**config.mk**
```make
export PLATFORM = sky130hd
export DESIGN_NAME = stack_with_linear_search
export DESIGN_NICKNAME = d
export VERILOG_FILES = /design/src/hw/rtl/swls_pkg.sv /design/src/hw/rtl/stack_with_linear_search.sv /design/src/hw/rtl/swls_cell.sv
export SDC_FILE = /design/constraint.sdc
export NUM_CORES = 2
export LEC_CHECK = 0
export BUFFER_PORTS_ARGS = -buffer_cell sky130_fd_sc_hd__buf_2
export CAP_MARGIN = 20
export CORE_MARGIN = 2
export CORE_UTILIZATION = 40
export DETAILED_ROUTE_END_ITERATION = 12
export PLACE_DENSITY_LB_ADDON = 0.08
export SETUP_SLACK_MARGIN = 0.1
export SLEW_MARGIN = 10
export SYNTH_ARGS = -nofsm -noshare
export SYNTH_HDL_FRONTEND = slang
export SYNTH_HIERARCHICAL = 1
export SYNTH_SLANG_ARGS = --single-unit
```
**constraint.sdc**
```tcl
create_clock -name clk_i -period 11.4 [get_ports clk_i]
set_input_delay 2.28 -clock clk_i [delete_from_list [all_inputs] [get_ports clk_i]]
set_output_delay 2.28 -clock clk_i [all_outputs]
set_load 0.005 [all_outputs]
```
**src/hw/rtl/swls_pkg.sv**
```systemverilog
// ----------------------------------------------------------------------------
// swls_pkg: shared types and codes of the stack with linear search
// Request and response beats, operation and status codes, cell control and
// controller states.
// ----------------------------------------------------------------------------
package swls_pkg;

  // operation codes carried in the request beat
  localparam logic [1:0] ACT_PUSH   = 2'd0;
  localparam logic [1:0] ACT_POP    = 2'd1;
  localparam logic [1:0] ACT_SEARCH = 2'd2;

  // status codes carried in the response beat
  localparam logic [1:0] STAT_OK    = 2'd0;
  localparam logic [1:0] STAT_EMPTY = 2'd1;
  localparam logic [1:0] STAT_FULL  = 2'd2;

  // request beat
  typedef struct packed {
    logic [1:0]         action;
    logic signed [31:0] value;
  } req_t;

  // response beat
  typedef struct packed {
    logic [1:0]         status;
    logic signed [31:0] popped_value;
    logic               found;
    logic [3:0]         found_index;
    logic signed [31:0] top_value;
    logic [4:0]         entry_count;
    logic               is_empty;
  } rsp_t;

  // per-cycle command broadcast to every cell
  typedef struct packed {
    logic push;   // shift words one cell toward the bottom
    logic pop;    // shift words one cell toward the top
    logic walk;   // advance the search token one cell
    logic flush;  // drop any search token
  } cell_ctrl_t;

  // controller states
  typedef enum logic {
    ST_IDLE,
    ST_SEARCH
  } state_e;

endpackage

```
**src/hw/rtl/stack_with_linear_search.sv**
```systemverilog
// ----------------------------------------------------------------------------
// stack_with_linear_search: LIFO stack of signed words with top-down search
// A chain of cells, cell 0 on top; push and pop shift the whole chain, and a
// search token walks down from the top one cell per cycle.
// ----------------------------------------------------------------------------
//  channel   | ports                        | handshake
//  ----------+------------------------------+-------------------------------
//  request   | start, busy, req_i           | taken when start & !busy
//  response  | rsp_valid_o, rsp_o           | one-cycle strobe, no back-pressure
//
//  push, pop and the unused code: response in the cycle after the request beat;
//  busy stays low, so a new request may follow every cycle.
//  search: busy while the token walks k cells, k from 1 up to the count, response
//  in the cycle after; the token moves one cell per cycle and stops at the first
//  hit. A search on an empty stack answers like the unused code.
//  reset clears the count, the tokens and the controller; stored words are
//  not cleared. The receiver cannot stall the response.
// ----------------------------------------------------------------------------
module stack_with_linear_search #(
  parameter int DEPTH      = 16,
  parameter int DATA_WIDTH = 32
) (
  input  logic           clk_i,
  input  logic           rst_ni,
  input  logic           start,
  output logic           busy,
  input  swls_pkg::req_t req_i,
  output logic           rsp_valid_o,
  output swls_pkg::rsp_t rsp_o
);

  localparam int CW = $clog2(DEPTH + 1);
  localparam int IW = (DEPTH > 1) ? $clog2(DEPTH) : 1;

  swls_pkg::state_e      state_q, state_d;
  logic [CW-1:0]         count_q, count_d;
  logic [IW-1:0]         step_q, step_d;
  logic [DATA_WIDTH-1:0] key_q, key_d;
  swls_pkg::rsp_t        rsp_q, rsp_d;
  logic                  rsp_valid_q, rsp_valid_d;

  swls_pkg::cell_ctrl_t  ctrl;
  logic                  seed;
  logic                  accept;
  logic                  full;
  logic                  hit_any;
  logic [DATA_WIDTH-1:0] in_word;
  logic [CW-1:0]         match_idx;

  logic [DATA_WIDTH-1:0] words [DEPTH+1];
  logic                  tokens [DEPTH+1];
  logic [DEPTH-1:0]      hits;

  // word as stored, and word as reported
  assign in_word = DATA_WIDTH'(req_i.value);

  function automatic logic signed [31:0] out_word(input logic [DATA_WIDTH-1:0] w);
    logic signed [DATA_WIDTH-1:0] s;
    s = w;
    return 32'(s);
  endfunction

  // cell chain
  assign tokens[0]    = seed;
  assign words[DEPTH] = '0;

  for (genvar i = 0; i < DEPTH; i++) begin : g_cell
    logic [DATA_WIDTH-1:0] up_word;
    if (i == 0) begin : g_top
      assign up_word = in_word;
    end else begin : g_inner
      assign up_word = words[i-1];
    end
    swls_cell #(
      .DATA_WIDTH (DATA_WIDTH)
    ) u_cell (
      .clk_i       (clk_i),
      .rst_ni      (rst_ni),
      .ctrl_i      (ctrl),
      .key_i       (key_q),
      .up_word_i   (up_word),
      .down_word_i (words[i+1]),
      .token_i     (tokens[i]),
      .word_o      (words[i]),
      .token_o     (tokens[i+1]),
      .hit_o       (hits[i])
    );
  end

  assign hit_any   = |hits;
  assign accept    = start & (state_q == swls_pkg::ST_IDLE);
  assign busy      = (state_q != swls_pkg::ST_IDLE);
  assign full      = (count_q == CW'(DEPTH));
  assign match_idx = count_q - CW'(1) - CW'(step_q);

  // controller: next state, cell commands and response beat
  always_comb begin
    state_d     = state_q;
    count_d     = count_q;
    step_d      = step_q;
    key_d       = key_q;
    rsp_d       = rsp_q;
    rsp_valid_d = 1'b0;
    ctrl        = '0;
    seed        = 1'b0;

    unique case (state_q)
      swls_pkg::ST_IDLE: begin
        if (accept) begin
          rsp_d              = '0;
          rsp_d.status       = swls_pkg::STAT_OK;
          rsp_d.top_value    = (count_q != '0) ? out_word(words[0]) : '0;
          rsp_valid_d        = 1'b1;
          unique case (req_i.action)
            swls_pkg::ACT_PUSH: begin
              if (full) begin
                rsp_d.status = swls_pkg::STAT_FULL;
              end else begin
                ctrl.push       = 1'b1;
                count_d         = count_q + CW'(1);
                rsp_d.top_value = out_word(in_word);
              end
            end
            swls_pkg::ACT_POP: begin
              if (count_q == '0) begin
                rsp_d.status = swls_pkg::STAT_EMPTY;
              end else begin
                ctrl.pop           = 1'b1;
                count_d            = count_q - CW'(1);
                rsp_d.popped_value = out_word(words[0]);
                rsp_d.top_value    = (count_q > CW'(1)) ? out_word(words[1]) : '0;
              end
            end
            swls_pkg::ACT_SEARCH: begin
              if (count_q != '0) begin
                // launch the token at the top cell
                rsp_valid_d = 1'b0;
                seed        = 1'b1;
                ctrl.walk   = 1'b1;
                key_d       = in_word;
                step_d      = '0;
                state_d     = swls_pkg::ST_SEARCH;
              end
            end
            default: begin
            end
          endcase
          rsp_d.entry_count = 5'(count_d);
          rsp_d.is_empty    = (count_d == '0);
        end
      end

      swls_pkg::ST_SEARCH: begin
        priority if (hit_any) begin
          rsp_d             = '0;
          rsp_d.found       = 1'b1;
          rsp_d.found_index = 4'(match_idx);
          rsp_d.top_value   = out_word(words[0]);
          rsp_d.entry_count = 5'(count_q);
          rsp_valid_d       = 1'b1;
          ctrl.flush        = 1'b1;
          state_d           = swls_pkg::ST_IDLE;
        end else if (CW'(step_q) == count_q - CW'(1)) begin
          rsp_d             = '0;
          rsp_d.top_value   = out_word(words[0]);
          rsp_d.entry_count = 5'(count_q);
          rsp_valid_d       = 1'b1;
          ctrl.flush        = 1'b1;
          state_d           = swls_pkg::ST_IDLE;
        end else begin
          ctrl.walk = 1'b1;
          step_d    = step_q + IW'(1);
        end
      end

      default: begin
        state_d = swls_pkg::ST_IDLE;
      end
    endcase
  end

  // control registers
  always_ff @(posedge clk_i or negedge rst_ni) begin
    if (!rst_ni) begin
      state_q     <= swls_pkg::ST_IDLE;
      count_q     <= '0;
      step_q      <= '0;
      rsp_valid_q <= 1'b0;
    end else begin
      state_q     <= state_d;
      count_q     <= count_d;
      step_q      <= step_d;
      rsp_valid_q <= rsp_valid_d;
    end
  end

  // payload registers
  always_ff @(posedge clk_i) begin
    key_q <= key_d;
    rsp_q <= rsp_d;
  end

  assign rsp_valid_o = rsp_valid_q;
  assign rsp_o       = rsp_q;

`ifndef SYNTH
  // at most one cell holds the token and matches
  assert property (@(posedge clk_i) disable iff (!rst_ni) $onehot0(hits))
    else $error("more than one search hit");

  // a response beat never coincides with a running search
  assert property (@(posedge clk_i) disable iff (!rst_ni) rsp_valid_q |-> !busy)
    else $error("response beat while busy");

  // a search leaves the count alone
  assert property (@(posedge clk_i) disable iff (!rst_ni)
    state_q == swls_pkg::ST_SEARCH |=> count_q == $past(count_q))
    else $error("count changed during search");

  // an accepted push below the limit grows the stack by one
  assert property (@(posedge clk_i) disable iff (!rst_ni)
    accept && req_i.action == swls_pkg::ACT_PUSH && !full
    |=> count_q == $past(count_q) + CW'(1))
    else $error("push did not grow the stack");

  // the count stays within the chain
  assert property (@(posedge clk_i) disable iff (!rst_ni) count_q <= CW'(DEPTH))
    else $error("count beyond depth");
`endif

endmodule

```
**src/hw/rtl/swls_cell.sv**
```systemverilog
// ----------------------------------------------------------------------------
// swls_cell: one stack slot of the cell chain
// Holds one word, shifts it to a neighbor on push or pop, and carries the
// search token that compares the stored word against the key.
// ----------------------------------------------------------------------------
module swls_cell #(
  parameter int DATA_WIDTH = 32
) (
  input  logic                   clk_i,
  input  logic                   rst_ni,
  input  swls_pkg::cell_ctrl_t   ctrl_i,
  input  logic [DATA_WIDTH-1:0]  key_i,
  input  logic [DATA_WIDTH-1:0]  up_word_i,
  input  logic [DATA_WIDTH-1:0]  down_word_i,
  input  logic                   token_i,
  output logic [DATA_WIDTH-1:0]  word_o,
  output logic                   token_o,
  output logic                   hit_o
);

  logic [DATA_WIDTH-1:0] word_q, word_d;
  logic                  token_q, token_d;

  // word shift
  always_comb begin
    word_d = word_q;
    if (ctrl_i.push) begin
      word_d = up_word_i;
    end else if (ctrl_i.pop) begin
      word_d = down_word_i;
    end
  end

  always_ff @(posedge clk_i) begin
    word_q <= word_d;
  end

  // search token
  always_comb begin
    token_d = token_q;
    if (ctrl_i.flush) begin
      token_d = 1'b0;
    end else if (ctrl_i.walk) begin
      token_d = token_i;
    end
  end

  always_ff @(posedge clk_i or negedge rst_ni) begin
    if (!rst_ni) begin
      token_q <= 1'b0;
    end else begin
      token_q <= token_d;
    end
  end

  assign word_o  = word_q;
  assign token_o = token_q;
  assign hit_o   = token_q & (word_q == key_i);

endmodule

```
==> out/results.ini <==
[status]
status = finished, final reports clean

[floorplanning]
core_um2 = 82100
die-area_um2 = 85200
dieHeight_um = 292
rows = 105
die_x_um = 292
start_util = 0.404
pin_count = 116

[power_and_ir_drop]
ir_drop_mv = 0.149
seq_power_share = 0.496
swShare = 0.284
p_int_mw = 5.11
p_sw_mw = 2.03
power_frac_clock = 0.316
p_leak_nw = 12.9
power_density_nw_per_um2 = 191
p_comb_frac = 0.188

[final_layout]
area_growth_pct = 12.5
fillers = 7327
mostFrequentLayoutCells = edfxtp_1, mux2_2, xor2_1, nor4_1, buf_2
stdcell_count = 3552
num-nets-final = 2472
drive_gt1_frac = 0.322
mostFrequentLayoutCell = edfxtp_1

[place]
place_ws_ps = 5510
hpwl_um = 55900
place_inst = 3417
place_congestion = 0.791
port_buffers = 115

[sta]
tightest_slew_ps = 1090
max_freq_mhz = 188
maxSlewViolCount = 0
setup_viol = 0
rsz0062_at_grt = false
fin_skew_ps = 33.6
finalHoldViolations = 0
maxSlewHeadroom = 0.274
timing.setup.tns_ps = 0
period_minus_slack_ps = 5310
finalCritPeriodShare = 0.466
timing.final.ws_setup_ps = 6090

[critical_path]
path_class = in -> reg
worstPathArrival_ps = 5650
required_ps = 11740
path_max_fanout = 181
end_kind = flop
start_kind = primary input

[logic_synthesis]
synth_area_um2 = 33200
yosysWarnings = 6
synth-edff-count = 621
syn_area_per_cell_um2 = 14.7
synth_seq_cells = 648
yosys.area.top_type = edfxtp_1
synth_area_leaders = edfxtp_1, mux2_2, xor2_1, nor4_1, dfrtp_1
synth_seq_area_share = 0.583
synth_top_flop_cell = edfxtp_1
ys_types = 54
synth.top_cell.area_share = 0.562
syn-instance-count = 2259
synth_async_sr_flop_share = 0.0417

[global_route]
grt_usage = 0.179
grt_overflow = 0
grt_pass1_wl_um = 120000
antenna_found_initial = 1
first_global_vias = 19900
grt_max_degree = 182

[clocking]
clock_latency_ps = 620
cts_tree = done
cts_sinks = 648
clockBufferDepth = 3
path_clk_slew_ps = 50
htreeDepth = 3
postCtsHoldBufs = 0
clock-root-buffer = clkbuf_16
cts_resized = 0
cts_buffers = 77
post-cts-setup-buffer-count = 0

[worst_hold_path]
hold_path.class = reg -> reg

[routing]
vias_per_cell = 5.14
num_vias = 18300
drt-pass1-iter-count = 5
final_antenna_net_count = 0
wl_per_cell_um = 21.6
routed_wl_um = 76800
drc_errors = 0
drt_iter0_markers = 1011

[job]
maxCapViolations = 0

==> critical path, stage by stage <==
cell	delay (ps)
buf_2	190
a211o_1	380
nor2_4	140
buf_4	500
buf_4	740
buf_12	730
mux2_2	420
==> final cells by class <==
type                            count  area (um2)  area share
Antenna cell                        1        2.50   0.0000671
Clock buffer                      102        2040      0.0547
Clock inverter                     32         219     0.00587
Inverter                            9        33.8    0.000906
Multi-Input combinational cell   1544       13500       0.362
Sequential cell                   648       19300       0.518
Tap cell                         1070        1340      0.0359
Timing Repair Buffer              146         821      0.0220
==> registers in the layout (all words and copies together), names as in the netlist <==
name	cells
busy	1
step_q	4
g_cell.u_cell/token_o	16
rsp_o	77
g_cell.u_cell/word_o	512
rsp_valid_o	1
count_q	5
key_q	32
==> synthesized netlist by cell type (9+ instances only) <==
master    count
xnor2_1      20
clkbuf_1     15
nand4_1      17
inv_1         9
nor2_1       30
nand2_1      37
mux2_2      513
a21oi_1      12
edfxtp_1    621
mux2i_1      16
dfrtp_1      27
nand3_1      35
buf_2        73
nor4_1      116
or2_2        16
o21ai_0      38
a22oi_1      32
xor2_1      501
nor3_2       18
and2_1       32
nor3_1       18
==> cell families (layout without fill, tap and decap cells) <==
kind of cell,Yosys count,in the layout,synth area share
AO/OA/AOI/OAI,111,111,0.0217
XOR/XNOR,523,523,0.139
adder cells (fa/ha/maj),9,9,0.00362
buffers and inverters,98,289,0.0141
flip-flops,648,648,0.583
multiplexers,529,529,0.179
other,1,33,0.000113
AND/OR/NAND/NOR,340,340,0.0601
==> path summary, 6_finish.rpt <==
path | from | endpoint | slack, ps | cells past startpoint
max | req_i[33] | g_cell[5].u_cell/word_o[10]$_DFFE_PP_ | 6090 | 7
min | g_cell[4].u_cell/token_o$_DFFE_PN0P_ | g_cell[4].u_cell/token_o$_DFFE_PN0P_ | 570 | 2
max reg2reg | key_q[25]$_DFFE_PP_ | g_cell[15].u_cell/token_o$_DFFE_PN0P_ | 6710 | 10
min reg2reg | g_cell[4].u_cell/token_o$_DFFE_PN0P_ | g_cell[4].u_cell/token_o$_DFFE_PN0P_ | 570 | 2
max in group asynchronous | rst_ni | g_cell[11].u_cell/token_o$_DFFE_PN0P_ | 9240 | 1
min in group asynchronous | rst_ni | count_q[4]$_DFFE_PN0P_ | 1690 | 1
==> through the flow <==
stage	utilization	power [mW]	hold slack (ps)	instance area [um2]
final	0.454	7.14	570	37300
after global routing	0.454	7.51	598	37300
after CTS	0.454	7.26	571	37300
after detailed placement	0.427	4.95	553	35000
after global placement	0.427	4.91	553	35000
after floorplan	-	4.43	486	33300
==> power by group through the flow <==
stage	registers (mW)	clock network (mW)	logic, mW
floorplan	3.49	0	0.942
global placement	3.60	0	1.32
detailed placement	3.60	0	1.36
CTS	3.56	2.34	1.36
global route	3.60	2.44	1.48
finish	3.54	2.26	1.34
==> routing by layer <==
layer / up-vias / routed length [um] / global-route usage
li1: 8769 / - / -
met2: 212 / 41100 / 0.334
met3: 107 / 2110 / 0.0258
met5: - / 16 / 0
met4: 2 / 1630 / 0.0510
met1: 9183 / 31900 / 0.213
Note: power is estimated with default switching activity, not from simulation.
